===== config.mk =====
export PLATFORM = sky130hd
export DESIGN_NAME = key_velocity_sensor_top
export DESIGN_NICKNAME = d
export VERILOG_FILES = /design/src/design/kvs_pkg.sv /design/src/design/kvs_div.sv /design/src/design/key_velocity_sensor_top.sv
export SDC_FILE = /design/constraint.sdc
export NUM_CORES = 2
export LEC_CHECK = 0
export BUFFER_PORTS_ARGS = -buffer_cell sky130_fd_sc_hd__clkbuf_2
export CORE_MARGIN = 5
export CORE_UTILIZATION = 55
export CTS_BUF_LIST = sky130_fd_sc_hd__clkbuf_2 sky130_fd_sc_hd__clkbuf_4 sky130_fd_sc_hd__clkbuf_8
export DETAILED_ROUTE_END_ITERATION = 8
export PLACE_DENSITY = 0.71
export SKIP_CTS_REPAIR_TIMING = 1
export SLEW_MARGIN = 20
export SYNTH_ARGS = -nofsm -noshare
export SYNTH_HDL_FRONTEND = slang
export SYNTH_SLANG_ARGS = --single-unit

===== constraint.sdc =====
create_clock -name clk -period 8.47 [get_ports clk]
set_clock_uncertainty 0.05 [all_clocks]
set_input_delay 1.2705 -clock clk [delete_from_list [all_inputs] [get_ports clk]]
set_output_delay 1.2705 -clock clk [all_outputs]
set_load 0.05 [all_outputs]

===== src/design/kvs_pkg.sv =====
`timescale 1ns / 1ps
// Shared types, codes and fixed-point constants of the key velocity sensor.
package kvs_pkg;

	// Fixed field and register widths.
	localparam int LEVEL_W   = 10;
	localparam int TC_W      = 16;
	localparam int CFG_W     = 16;
	localparam int CFG_IDX_W = 2;
	localparam int EVENT_W   = 3;
	localparam int CLASS_W   = 2;
	localparam int VEL_W     = 16;

	// Velocity arithmetic widths.
	localparam int X_W      = 20;           // dt * 2^16 / T, below 12 * 2^16
	localparam int FRAC_W   = 16;           // fractional part of x
	localparam int N_W      = X_W - FRAC_W; // integer part of x
	localparam int MAG_W    = 31;           // magnitude of a Q30 series term
	localparam int SUM_W    = 33;           // signed Q30 series sum
	localparam int ACC_W    = 31;           // non-negative Q30 accumulator
	localparam int INV_W    = 29;           // width of the e^-1 constant
	localparam int EPROD_W  = ACC_W + INV_W;
	localparam int TPROD_W  = MAG_W + FRAC_W;
	localparam int K_W      = 5;
	localparam int TERMS    = 16;
	localparam int RND_W    = 32;
	localparam int RND_SH   = 14;

	// Q30 constants. INV_E is the 17-term truncated series for e^-1.
	localparam logic [MAG_W-1:0]   Q30_ONE  = 31'h4000_0000;
	localparam logic [INV_W-1:0]   INV_E    = 29'd395007543;
	localparam logic [EPROD_W-1:0] HALF_Q30 = 60'h000_0000_2000_0000;
	localparam logic [RND_W-1:0]   HALF_Q14 = 32'h0000_2000;
	localparam logic [VEL_W-1:0]   VEL_MAX  = 16'hFFFF;

	// Shared divider widths.
	localparam int DIV_W     = 32;
	localparam int REM_W     = 16;
	localparam int DIV_CNT_W = 6;

	typedef enum logic [EVENT_W-1:0] {
		EV_NONE     = 3'd0,
		EV_TRAVEL   = 3'd1,
		EV_NOTE_ON  = 3'd2,
		EV_NOTE_OFF = 3'd3,
		EV_SUSTAIN  = 3'd4
	} event_t;

	typedef enum logic [CLASS_W-1:0] {
		CLS_UNPRESSED = 2'd0,
		CLS_TRAVEL    = 2'd1,
		CLS_PRESSED   = 2'd2
	} class_t;

	typedef enum logic [CFG_IDX_W-1:0] {
		REG_UNPRESSED  = 2'd0,
		REG_PRESSED    = 2'd1,
		REG_TOLERANCE  = 2'd2,
		REG_TIME_CONST = 2'd3
	} reg_idx_t;

	typedef enum logic [2:0] {
		ST_IDLE,
		ST_PREP,
		ST_DIV,
		ST_MUL,
		ST_KDIV,
		ST_EMUL,
		ST_ROUND,
		ST_DONE
	} state_t;

	// Request to the shared divider: remainder seed, dividend bits shifted
	// in from the top, number of quotient bits and divisor.
	typedef struct packed {
		logic                 start;
		logic [REM_W-1:0]     rem_init;
		logic [DIV_W-1:0]     dividend;
		logic [DIV_CNT_W-1:0] count;
		logic [REM_W-1:0]     divisor;
	} div_req_t;

	typedef struct packed {
		logic             done;
		logic [DIV_W-1:0] quotient;
	} div_rsp_t;

endpackage


===== src/design/kvs_div.sv =====
`timescale 1ns / 1ps
// Shared restoring divider: one quotient bit per clock cycle.
module kvs_div (
	input  logic              clk,
	input  logic              arst_n,
	input  kvs_pkg::div_req_t req,
	output kvs_pkg::div_rsp_t rsp
);

	logic                          busy_q;
	logic                          done_q;
	logic [kvs_pkg::DIV_CNT_W-1:0] cnt_q;
	logic [kvs_pkg::REM_W-1:0]     rem_q;
	logic [kvs_pkg::REM_W-1:0]     div_q;
	logic [kvs_pkg::DIV_W-1:0]     shf_q;

	logic [kvs_pkg::REM_W:0]       trial;
	logic [kvs_pkg::REM_W:0]       diff;
	logic                          ge;
	logic [kvs_pkg::REM_W-1:0]     rem_nxt;

	// One trial subtraction of the divisor from the shifted remainder.
	always_comb begin
		trial   = {rem_q, shf_q[kvs_pkg::DIV_W-1]};
		ge      = trial >= {1'b0, div_q};
		diff    = trial - {1'b0, div_q};
		rem_nxt = ge ? diff[kvs_pkg::REM_W-1:0] : trial[kvs_pkg::REM_W-1:0];
	end

	// Iteration count and completion pulse.
	always_ff @(posedge clk or negedge arst_n) begin
		if (!arst_n) begin
			busy_q <= 1'b0;
			done_q <= 1'b0;
			cnt_q  <= '0;
		end else if (req.start) begin
			busy_q <= 1'b1;
			done_q <= 1'b0;
			cnt_q  <= req.count;
		end else if (busy_q) begin
			cnt_q  <= cnt_q - 1'b1;
			done_q <= (cnt_q == kvs_pkg::DIV_CNT_W'(1));
			busy_q <= (cnt_q != kvs_pkg::DIV_CNT_W'(1));
		end else begin
			done_q <= 1'b0;
		end
	end

	// Remainder and the dividend shift line; quotient bits enter at the bottom.
	always_ff @(posedge clk) begin
		if (req.start) begin
			rem_q <= req.rem_init;
			div_q <= req.divisor;
			shf_q <= req.dividend;
		end else if (busy_q) begin
			rem_q <= rem_nxt;
			shf_q <= {shf_q[kvs_pkg::DIV_W-2:0], ge};
		end
	end

	assign rsp.done     = done_q;
	assign rsp.quotient = shf_q;

endmodule


===== src/design/key_velocity_sensor_top.sv =====
`timescale 1ns / 1ps
// Top level of the key velocity sensor: classification, sequencer and output register.
//
//  Channel  Direction  Handshake            Payload
//  in       request    in_valid / in_stall  sample_level, time_ms, sustain_held
//  out      result     out_valid/ out_stall event_res, key_class, strike_velocity
//  cfg      write      cfg_write            cfg_index, cfg_data
//
// A request without a strike goes from IDLE to DONE, which loads the output register;
// a strike past the decay cutoff passes through PREP on the way.
// A strike runs K (at most 16) series terms, each one multiply and a pass of the shared
// divider for a 32-bit quotient, and then n (at most 11) e^-1 products.
// in_stall is high from acceptance until the result is in the output register.
// The next request is taken while a result waits in the output register.
// Reset is asynchronous, active low, and restores the configuration, the key state and
// the handshake registers to their defaults.
module key_velocity_sensor_top #(
	parameter int SAMPLE_BITS = 10,
	parameter int TIME_BITS   = 32
) (
	input  logic                                clk,
	input  logic                                arst_n,
	input  logic                                in_valid,
	output logic                                in_stall,
	input  logic [SAMPLE_BITS-1:0]              sample_level,
	input  logic [TIME_BITS-1:0]                time_ms,
	input  logic                                sustain_held,
	output logic                                out_valid,
	input  logic                                out_stall,
	output logic [kvs_pkg::EVENT_W-1:0]         event_res,
	output logic [kvs_pkg::CLASS_W-1:0]         key_class,
	output logic [kvs_pkg::VEL_W-1:0]           strike_velocity,
	input  logic                                cfg_write,
	input  logic [kvs_pkg::CFG_IDX_W-1:0]       cfg_index,
	input  logic [kvs_pkg::CFG_W-1:0]           cfg_data
);

	localparam int CMP_W = (SAMPLE_BITS > kvs_pkg::LEVEL_W + 1) ?
		SAMPLE_BITS : kvs_pkg::LEVEL_W + 1;
	localparam int DT_W  = (TIME_BITS > kvs_pkg::X_W) ? TIME_BITS : kvs_pkg::X_W;

	kvs_pkg::state_t state_q, state_nxt;

	// Configuration registers.
	logic [kvs_pkg::LEVEL_W-1:0] unp_q, prs_q, tol_q;
	logic [kvs_pkg::TC_W-1:0]    tc_q;

	// Key state.
	kvs_pkg::class_t             cls_q;
	logic [TIME_BITS-1:0]        travel_q;
	logic [kvs_pkg::VEL_W-1:0]   vel_q;
	kvs_pkg::event_t             ev_q;

	// Velocity working registers.
	logic [TIME_BITS-1:0]        dt_q;
	logic [kvs_pkg::FRAC_W-1:0]  frac_q;
	logic [kvs_pkg::N_W-1:0]     n_q;
	logic [kvs_pkg::MAG_W-1:0]   mag_q;
	logic signed [kvs_pkg::SUM_W-1:0] sum_q;
	logic [kvs_pkg::ACC_W-1:0]   acc_q;
	logic [kvs_pkg::K_W-1:0]     k_q;

	// Output register.
	logic                        out_valid_q;
	kvs_pkg::event_t             out_ev_q;
	kvs_pkg::class_t             out_cls_q;
	logic [kvs_pkg::VEL_W-1:0]   out_vel_q;

	kvs_pkg::div_req_t           div_req;
	kvs_pkg::div_rsp_t           div_rsp;

	logic                        in_take;
	logic                        out_load;
	logic                        is_unpressed, is_pressed;
	logic [kvs_pkg::LEVEL_W:0]   lo_bound;
	logic [kvs_pkg::LEVEL_W-1:0] hi_bound;
	kvs_pkg::class_t             cls_new;
	kvs_pkg::event_t             ev_new;
	logic                        strike;

	logic [kvs_pkg::TC_W-1:0]    teff;
	logic [kvs_pkg::X_W-1:0]     t12;
	logic [kvs_pkg::X_W-1:0]     dt20;
	logic                        dt_big;
	logic [kvs_pkg::TPROD_W-1:0] tprod;
	logic [kvs_pkg::MAG_W-1:0]   q_mag;
	logic signed [kvs_pkg::SUM_W-1:0] term_ext, sum_nxt;
	logic                        last_term;
	logic [kvs_pkg::EPROD_W-1:0] eprod;
	logic [kvs_pkg::RND_W-1:0]   rnd;
	logic [kvs_pkg::RND_W-kvs_pkg::RND_SH-1:0] rnd_sh;
	logic [kvs_pkg::VEL_W-1:0]   vel_rnd;

	kvs_div u_div (
		.clk    (clk),
		.arst_n (arst_n),
		.req    (div_req),
		.rsp    (div_rsp)
	);

	// Classify the incoming sample against the two tolerance bands.
	always_comb begin
		lo_bound     = {1'b0, unp_q} + {1'b0, tol_q};
		hi_bound     = prs_q - tol_q;
		is_unpressed = CMP_W'(sample_level) < CMP_W'(lo_bound);
		is_pressed   = (tol_q > prs_q) || (CMP_W'(sample_level) > CMP_W'(hi_bound));
		if (is_unpressed) begin
			cls_new = kvs_pkg::CLS_UNPRESSED;
		end else if (is_pressed) begin
			cls_new = kvs_pkg::CLS_PRESSED;
		end else begin
			cls_new = kvs_pkg::CLS_TRAVEL;
		end
		ev_new = kvs_pkg::EV_NONE;
		if (cls_new != cls_q) begin
			case (cls_new)
				kvs_pkg::CLS_TRAVEL:  ev_new = kvs_pkg::EV_TRAVEL;
				kvs_pkg::CLS_PRESSED: ev_new = kvs_pkg::EV_NOTE_ON;
				default:              ev_new = sustain_held ? kvs_pkg::EV_SUSTAIN :
					kvs_pkg::EV_NOTE_OFF;
			endcase
		end
		strike = (ev_new == kvs_pkg::EV_NOTE_ON);
	end

	// Time-constant bound and the elapsed-time slice fed to the divider.
	always_comb begin
		teff   = (tc_q == '0) ? kvs_pkg::TC_W'(1) : tc_q;
		t12    = (kvs_pkg::X_W'(teff) << 3) + (kvs_pkg::X_W'(teff) << 2);
		dt_big = DT_W'(dt_q) >= DT_W'(t12);
		dt20   = kvs_pkg::X_W'(dt_q);
	end

	// Series term product, next sum and the e^-1 step.
	always_comb begin
		tprod     = kvs_pkg::TPROD_W'(mag_q) * kvs_pkg::TPROD_W'(frac_q);
		q_mag     = div_rsp.quotient[kvs_pkg::MAG_W-1:0];
		term_ext  = $signed({2'b00, q_mag});
		sum_nxt   = k_q[0] ? (sum_q - term_ext) : (sum_q + term_ext);
		last_term = (k_q == kvs_pkg::K_W'(kvs_pkg::TERMS)) || (q_mag == '0);
		eprod     = kvs_pkg::EPROD_W'(acc_q) * kvs_pkg::EPROD_W'(kvs_pkg::INV_E)
			+ kvs_pkg::HALF_Q30;
		rnd       = kvs_pkg::RND_W'(acc_q) + kvs_pkg::HALF_Q14;
		rnd_sh    = rnd[kvs_pkg::RND_W-1:kvs_pkg::RND_SH];
		vel_rnd   = (rnd_sh > (kvs_pkg::RND_W-kvs_pkg::RND_SH)'(kvs_pkg::VEL_MAX)) ?
			kvs_pkg::VEL_MAX : rnd_sh[kvs_pkg::VEL_W-1:0];
	end

	// Sequencer next state.
	always_comb begin
		state_nxt = state_q;
		case (state_q)
			kvs_pkg::ST_IDLE:  if (in_valid) begin
				state_nxt = strike ? kvs_pkg::ST_PREP : kvs_pkg::ST_DONE;
			end
			kvs_pkg::ST_PREP:  state_nxt = dt_big ? kvs_pkg::ST_DONE : kvs_pkg::ST_DIV;
			kvs_pkg::ST_DIV:   if (div_rsp.done) begin
				state_nxt = kvs_pkg::ST_MUL;
			end
			kvs_pkg::ST_MUL:   state_nxt = kvs_pkg::ST_KDIV;
			kvs_pkg::ST_KDIV:  if (div_rsp.done) begin
				state_nxt = last_term ? kvs_pkg::ST_EMUL : kvs_pkg::ST_MUL;
			end
			kvs_pkg::ST_EMUL:  if (n_q == '0) begin
				state_nxt = kvs_pkg::ST_ROUND;
			end
			kvs_pkg::ST_ROUND: state_nxt = kvs_pkg::ST_DONE;
			kvs_pkg::ST_DONE:  if (!out_valid_q || !out_stall) begin
				state_nxt = kvs_pkg::ST_IDLE;
			end
			default:           state_nxt = kvs_pkg::ST_IDLE;
		endcase
	end

	// Sequencer outputs: handshake and divider requests.
	always_comb begin
		in_stall         = 1'b1;
		out_load         = 1'b0;
		div_req.start    = 1'b0;
		div_req.rem_init = '0;
		div_req.dividend = {1'b0, tprod[kvs_pkg::TPROD_W-1:kvs_pkg::FRAC_W]};
		div_req.count    = kvs_pkg::DIV_CNT_W'(kvs_pkg::DIV_W);
		div_req.divisor  = kvs_pkg::REM_W'(k_q);
		case (state_q)
			kvs_pkg::ST_IDLE: in_stall = 1'b0;
			kvs_pkg::ST_PREP: begin
				div_req.start    = !dt_big;
				div_req.rem_init = dt20[kvs_pkg::X_W-1:kvs_pkg::X_W-kvs_pkg::REM_W];
				div_req.dividend = {dt20[kvs_pkg::X_W-kvs_pkg::REM_W-1:0],
					{(kvs_pkg::DIV_W-kvs_pkg::X_W+kvs_pkg::REM_W){1'b0}}};
				div_req.count    = kvs_pkg::DIV_CNT_W'(kvs_pkg::X_W);
				div_req.divisor  = teff;
			end
			kvs_pkg::ST_MUL:  div_req.start = 1'b1;
			kvs_pkg::ST_DONE: out_load = !out_valid_q || !out_stall;
			default: ;
		endcase
	end

	assign in_take = in_valid && !in_stall;

	// State register.
	always_ff @(posedge clk or negedge arst_n) begin
		if (!arst_n) begin
			state_q <= kvs_pkg::ST_IDLE;
		end else begin
			state_q <= state_nxt;
		end
	end

	// Configuration writes; unknown indexes cannot occur on a two-bit index.
	always_ff @(posedge clk or negedge arst_n) begin
		if (!arst_n) begin
			unp_q <= kvs_pkg::LEVEL_W'(0);
			prs_q <= kvs_pkg::LEVEL_W'(1023);
			tol_q <= kvs_pkg::LEVEL_W'(100);
			tc_q  <= kvs_pkg::TC_W'(100);
		end else if (cfg_write) begin
			case (kvs_pkg::reg_idx_t'(cfg_index))
				kvs_pkg::REG_UNPRESSED:  unp_q <= cfg_data[kvs_pkg::LEVEL_W-1:0];
				kvs_pkg::REG_PRESSED:    prs_q <= cfg_data[kvs_pkg::LEVEL_W-1:0];
				kvs_pkg::REG_TOLERANCE:  tol_q <= cfg_data[kvs_pkg::LEVEL_W-1:0];
				kvs_pkg::REG_TIME_CONST: tc_q  <= cfg_data[kvs_pkg::TC_W-1:0];
				default: ;
			endcase
		end
	end

	// Key state: class, travel timestamp, event and last velocity.
	always_ff @(posedge clk or negedge arst_n) begin
		if (!arst_n) begin
			cls_q    <= kvs_pkg::CLS_UNPRESSED;
			travel_q <= '0;
			vel_q    <= '0;
			ev_q     <= kvs_pkg::EV_NONE;
		end else begin
			if (in_take) begin
				cls_q <= cls_new;
				ev_q  <= ev_new;
				if (ev_new == kvs_pkg::EV_TRAVEL) begin
					travel_q <= time_ms;
				end
			end
			if (state_q == kvs_pkg::ST_PREP && dt_big) begin
				vel_q <= '0;
			end else if (state_q == kvs_pkg::ST_ROUND) begin
				vel_q <= vel_rnd;
			end
		end
	end

	// Velocity datapath: elapsed time, series terms and e^-1 products.
	always_ff @(posedge clk) begin
		if (in_take) begin
			dt_q <= time_ms - travel_q;
		end
		case (state_q)
			kvs_pkg::ST_DIV: if (div_rsp.done) begin
				n_q    <= div_rsp.quotient[kvs_pkg::X_W-1:kvs_pkg::FRAC_W];
				frac_q <= div_rsp.quotient[kvs_pkg::FRAC_W-1:0];
				mag_q  <= kvs_pkg::Q30_ONE;
				sum_q  <= $signed(kvs_pkg::SUM_W'(kvs_pkg::Q30_ONE));
				k_q    <= kvs_pkg::K_W'(1);
			end
			kvs_pkg::ST_KDIV: if (div_rsp.done) begin
				mag_q <= q_mag;
				sum_q <= sum_nxt;
				k_q   <= k_q + 1'b1;
				acc_q <= sum_nxt[kvs_pkg::SUM_W-1] ? '0 : sum_nxt[kvs_pkg::ACC_W-1:0];
			end
			kvs_pkg::ST_EMUL: if (n_q != '0) begin
				acc_q <= kvs_pkg::ACC_W'(eprod[kvs_pkg::EPROD_W-1:30]);
				n_q   <= n_q - 1'b1;
			end
			default: ;
		endcase
	end

	// Output register parts the result side from the request side.
	always_ff @(posedge clk or negedge arst_n) begin
		if (!arst_n) begin
			out_valid_q <= 1'b0;
		end else if (out_load) begin
			out_valid_q <= 1'b1;
		end else if (!out_stall) begin
			out_valid_q <= 1'b0;
		end
	end

	always_ff @(posedge clk) begin
		if (out_load) begin
			out_ev_q  <= ev_q;
			out_cls_q <= cls_q;
			out_vel_q <= vel_q;
		end
	end

	assign out_valid       = out_valid_q;
	assign event_res       = out_ev_q;
	assign key_class       = out_cls_q;
	assign strike_velocity = out_vel_q;

endmodule

Word-level counts from Yosys, hierarchy flattened

Index checks and enable logic that the tools add are counted.

Multiplexer cells: 52
Reductions and logical operators: 29
$lt $le $gt $ge: 6
Multipliers: 2
Add/sub/neg operators: 12
Equal/unequal tests: 25

Operators by type and width:

| operator                                             | number |
|---|---|
| 2-to-1 mux 31 bit                                    | 5 |
| one-hot mux 31 bit (2 select lines)                  | 2 |
| 2-to-1 mux 16 bit                                    | 7 |
| 2-to-1 mux 33 bit                                    | 3 |
| 2-to-1 mux 70 bit                                    | 1 |
| one-hot mux 33 bit (2 select lines)                  | 1 |
| 2-to-1 mux 32 bit                                    | 2 |
| adder 60 x 30 -> 60 bit, second input constant       | 1 |
| multiplier 31 x 29 -> 60 bit, second input constant  | 1 |
| multiplier 31 x 16 -> 47 bit                         | 1 |
| adder 33 x 32 -> 33 bit                              | 1 |
| subtractor 33 x 32 -> 33 bit                         | 1 |
| adder 31 x 14 -> 32 bit, second input constant       | 1 |
| greater-or-equal comparator 32 x 20 -> 1 bit         | 1 |
| subtractor 32 bit                                    | 1 |
| logical NOT 31 bit                                   | 1 |
| 2-to-1 mux 3 bit                                     | 10 |
| one-hot mux 3 bit (8 select lines)                   | 1 |
| adder 19 x 18 -> 20 bit                              | 1 |
| > comparator 10 bit                                  | 2 |
| > comparator 18 x 16 -> 1 bit, second input constant | 1 |
| greater-or-equal comparator 17 x 16 -> 1 bit         | 1 |
| logical NOT 16 bit                                   | 1 |
| subtractor 16 bit                                    | 1 |
| 37 further kinds                                     | 78 |

Output and inout port bits: 23
Bits in registers: 348
Bits of input ports: 66
Logic and storage cells: 153

Depth between registers and ports, before layout

Word-level depth: 12
Depth in mapped cells: 29
Gate-level depth less buffers: 27

Modules after synthesis

A second synthesis with hierarchy kept.

Cell total of the unflattened synthesis: 5,424
Area total of the unflattened synthesis: 52,761.9 um^2

Modules (own cells, without submodules):

| module                  | times used | seq. area each (um^2) | cells each | area each (um^2) |
|---|---|---|---|---|
| key_velocity_sensor_top | 1          | 7,792.5               | 5,058      | 48,545.3 |
| kvs_div                 | 1          | 2,122.0               | 366        | 4,216.5 |

Least setup slack after synthesis

OpenSTA, ideal clock, no wires.

Kind: register to register
Start: reg acc_q[7] (netlist bit)
End: reg acc_q[28] (netlist bit) (data pin)
Path buffers: 1
Arrival time: 7.083 ns
Library setup time: 0.271 ns
Stages on the path, launching flop included: 25
Data required time: 8.149 ns
Setup slack: 1.066 ns
Cell sequence: edfxtp_1 > fa_1 > fa_1 > inv_1 > fa_1 > inv_1 > fa_1 > fa_1 > fa_1 > fa_1 > inv_1 > fa_1 > inv_1 > ha_1 > buf_2 > nand4_1 > nor4_1 > o211ai_1 > a311oi_1 > o32a_1 > nor4_2 > o311ai_1 > a21oi_1 > xor2_1 > o22ai_1

Longest elaborated chain between the ends: 4

RTL lines:

| element                             | RTL line                       | source |
|---|---|---|
| start: declaration                  | key_velocity_sensor_top.sv:60  | `logic [kvs_pkg::ACC_W-1:0] acc_q;` |
| start signal: assignment            | key_velocity_sensor_top.sv:269 | `acc_q <= sum_nxt[kvs_pkg::SUM_W-1] ? '0 : sum_nxt[kvs_pkg::ACC_W-1:0];` |
| start signal: assignment            | key_velocity_sensor_top.sv:272 | `acc_q <= kvs_pkg::ACC_W'(eprod[kvs_pkg::EPROD_W-1:30]);` |
| multiplier 31 x 29 -> 60 bit        | key_velocity_sensor_top.sv:141 | `eprod = kvs_pkg::EPROD_W'(acc_q) * kvs_pkg::EPROD_W'(kvs_pkg::INV_E)` |
| adder 60 x 30 -> 60 bit             | key_velocity_sensor_top.sv:142 | `+ kvs_pkg::HALF_Q30;` |
| 2-to-1 mux 31 bit                   | key_velocity_sensor_top.sv:271 | `kvs_pkg::ST_EMUL: if (n_q != '0) begin` |
| one-hot mux 31 bit (2 select lines) | key_velocity_sensor_top.sv:257 | `case (state_q)` |

No other way between the ends. The select of a mux whose other input is x is not followed.
A chain may end at the register's enable or synchronous reset.

Final worst setup path

Start: reg acc_q[18] (netlist bit)
End: reg acc_q[18] (netlist bit) (data pin)

Same word-level chain as after synthesis.

==> reports/results.ini <==
[drt]
viasPerCell=5.538
antenna_left=0
routedWlPerCell_um=19.84
drt-total-wl_um=131800
detailroute.via_count=36791
number_of_drc_violations_after_detailed_routing=0
detail_route.iter0.violations=2627
drt_first_pass_iters=5

[place]
place_inst=6525
place.gp.congestion=1.028
port_buffer_count=88
pre_cts_ws_ns=0.3121
postPlaceCellArea_mm2=0.05397
hpwlAfterDp_um=108100

[power_and_ir_drop]
total_leakage_power_uw=0.02732
power_density_mw_per_mm2=84.79
vdd_drop_max_v=0.0002331

[yosys]
synthesis.instances=5256
synthArstFlopShare_pct=31.90
ys_warn_count=0
synth_edf_count=237
synth_seq_area_share_pct=19.09
postSynthNetCount=6764
synth_top_cell_by_area=sky130_fd_sc_hd__fa_1
synthesis.area_mm2=0.05194
post_synth_main_area_contributors=sky130_fd_sc_hd__fa_1, sky130_fd_sc_hd__ha_1, sky130_fd_sc_hd__edfxtp_1
yosysUniqueCellTypes=87
synth.top_cells.by_count=sky130_fd_sc_hd__inv_1, sky130_fd_sc_hd__fa_1, sky130_fd_sc_hd__ha_1
yosysTopAreaCellShare_pct=30.53
ys.flop_type=sky130_fd_sc_hd__edfxtp_1
synth-seq-cells=348
synthMostInstantiatedCell=sky130_fd_sc_hd__inv_1
mean_post_synth_cell_area_um2=9.882

[timing]
unrepaired_setup_endpoints_after_global_routing=false
final-max-slew-violation-count=0
slew_headroom_pct=26.26
finalSetupViolCount=0
final-hold-violation-count=0
clock.fmax_mhz=123.8
post-route-min-period_ns=8.078
tightestPinTransition_ns=1.106
setup_tns_ns=0
final.setup.worst_slack_ns=0.3923
fin_crit_sh_pct=95.37
hold_ws_ns=0.3979

[setup_path]
setup.worst_path.end_class=flop
crit-reg2reg-capture=acc_q[18]
rr_worst_depth=25
critical_path.n_buffers_inverters=6
slowest_library_cell_on_the_worst_path=sky130_fd_sc_hd__edfxtp_1
cpMostUsedCell=sky130_fd_sc_hd__fa_1
arrival_ns=8.41
crit_type=flop to flop
timing.critical_path.from_type=flop
crit_fanout=11
worst_path_largest_cell_delay_ns=0.71
worst_path_dominant_cell_family=adder cells
critPathRequiredTime_ns=8.80
regToRegSetupSlack_ns=0.39
worstReg2RegStart=acc_q[18]

[grt]
grt_start_max_net_pins=61
grt_pass1_vias=38922
track_usage_pct=26.91
grt_antenna_before_repair=2
grt_first_pass_wirelength_um=211900
overflow=0

[outcome]
outcome=completed

[layout]
layout-drive-gt1-share_pct=7.832
stdcell_count=6643
final_net_count=6844
area_growth_syn_to_layout_pct=6.938
postLayoutCellArea_mm2=0.05554

[cts]
clock_insertion_delay_worst_skew_ns=0.70
path_clk_slew_ns=0.06
number_of_buffers_created_by_cts=60
clockBufferDepth=3
clock_tree_from_tritoncts=yes
h-tree-depth=2
cts.root.buffer_cell=sky130_fd_sc_hd__clkbuf_8
clock_sinks=348

[hold_path]
worst_hold_path_type=flop to flop
whs_endpoint=strike_velocity[5]
start_point_of_the_worst_min_delay_path=vel_q[5]
timing.hold.worst_path_depth=0

[floorplanning]
fp.coreArea_mm2=0.09347
fp.dieW_um=317.3
floorplan.io_pins=89
chipHeight_um=317.3
rows=112
design.die.area_mm2=0.1007
initial_core_util_pct=55.57

[job]
timing.max_cap.violations=0

-- layer usage --
layer	track usage, %	wire (µm)	part of all wire, %	up-vias
met2	43.37	61430	47	1306
met1	36.11	54500	41	18313
li1	-	-	-	16921
met3	6.237	10650	8.1	249
met4	9.378	5210	4.0	2
met5	0	12	0.0091	-
-- worst reg2reg max path: cells and delay by family, from the launching register on --
family                   cells  cell delay, ns
flip-flops                   1            0.71
adder cells (fa/ha/maj)      9            4.24
XOR/XNOR                     1            0.17
buffers and inverters        6            0.60
AO/OA/AOI/OAI                9            2.02
-- cell usage in the layout (no fill, tap or decap), drive strengths merged, types with 95 or more instances in the layout --
cell type  instances
a21o              98
a21oi            156
and2             222
clkbuf           162
dfrtp             95
edfxtp           237
fa               792
ha               650
inv             1142
nand2            466
nor2             194
o21ai            130
xnor2            152
-- power by group --
group | switching, µW | internal (µW) | leakage [µW]
Sequential | 35.4 | 1860 | 0.00305
Clock | 799 | 1160 | 0.000794
Combinational | 468 | 393 | 0.0235
-- cells by family after synthesis --
| family | share of synthesized area [%] |
|---|---|
| fa+ha+maj | 46.19 |
| compound gates | 7.634 |
| buf+inv | 9.362 |
| mux | 2.108 |
| flops | 19.09 |
| simple gates | 11.47 |
| xor+xnor | 4.146 |
-- state kept, by name, summed over array words and instances (netlist names), 4 cells and up --
name             count
vel_q               16
acc_q               31
prs_q               10
u_div.shf_q         32
mag_q               31
frac_q              16
unp_q               10
strike_velocity     16
dt_q                32
k_q                  5
u_div.rem_q         16
sum_q               33
tc_q                16
u_div.cnt_q          6
travel_q            32
tol_q               10
n_q                  4
u_div.div_q         16
-- how the worst max path moves through the flow --
stage | startpoint | to | slack (ns) | cells past startpoint
after floorplan | acc_q[7] | acc_q[28] | 1.07 | 24
after global placement | acc_q[5] | acc_q[27] | 0.36 | 24
after detailed placement | acc_q[5] | acc_q[27] | 0.31 | 24
after CTS | acc_q[5] | acc_q[18] | 0.30 | 25
after global routing | acc_q[2] | acc_q[18] | 0.01 | 26
final | acc_q[18] | acc_q[18] | 0.39 | 25
-- area by class of cell --
class | instances | area, µm²
fill | 7948 | 37930
multi-input combinational | 3623 | 37210
sequential | 348 | 9915
inverter | 1137 | 4268
tap | 1254 | 1569
timing repair buffer | 166 | 1054
clock buffer | 75 | 994.7
clock inverter | 39 | 528.0
antenna | 1 | 2.502
-- per-stage QoR --
stage          power (µW)  utilization [%]
2_1_floorplan        2571                -
3_3_place_gp         2767            57.74
3_5_place_dp         2790            57.74
4_1_cts              4752            59.37
5_1_grt              4936            59.42
6_report             4709            59.42
Note: power is estimated with default switching activity, not from simulation.
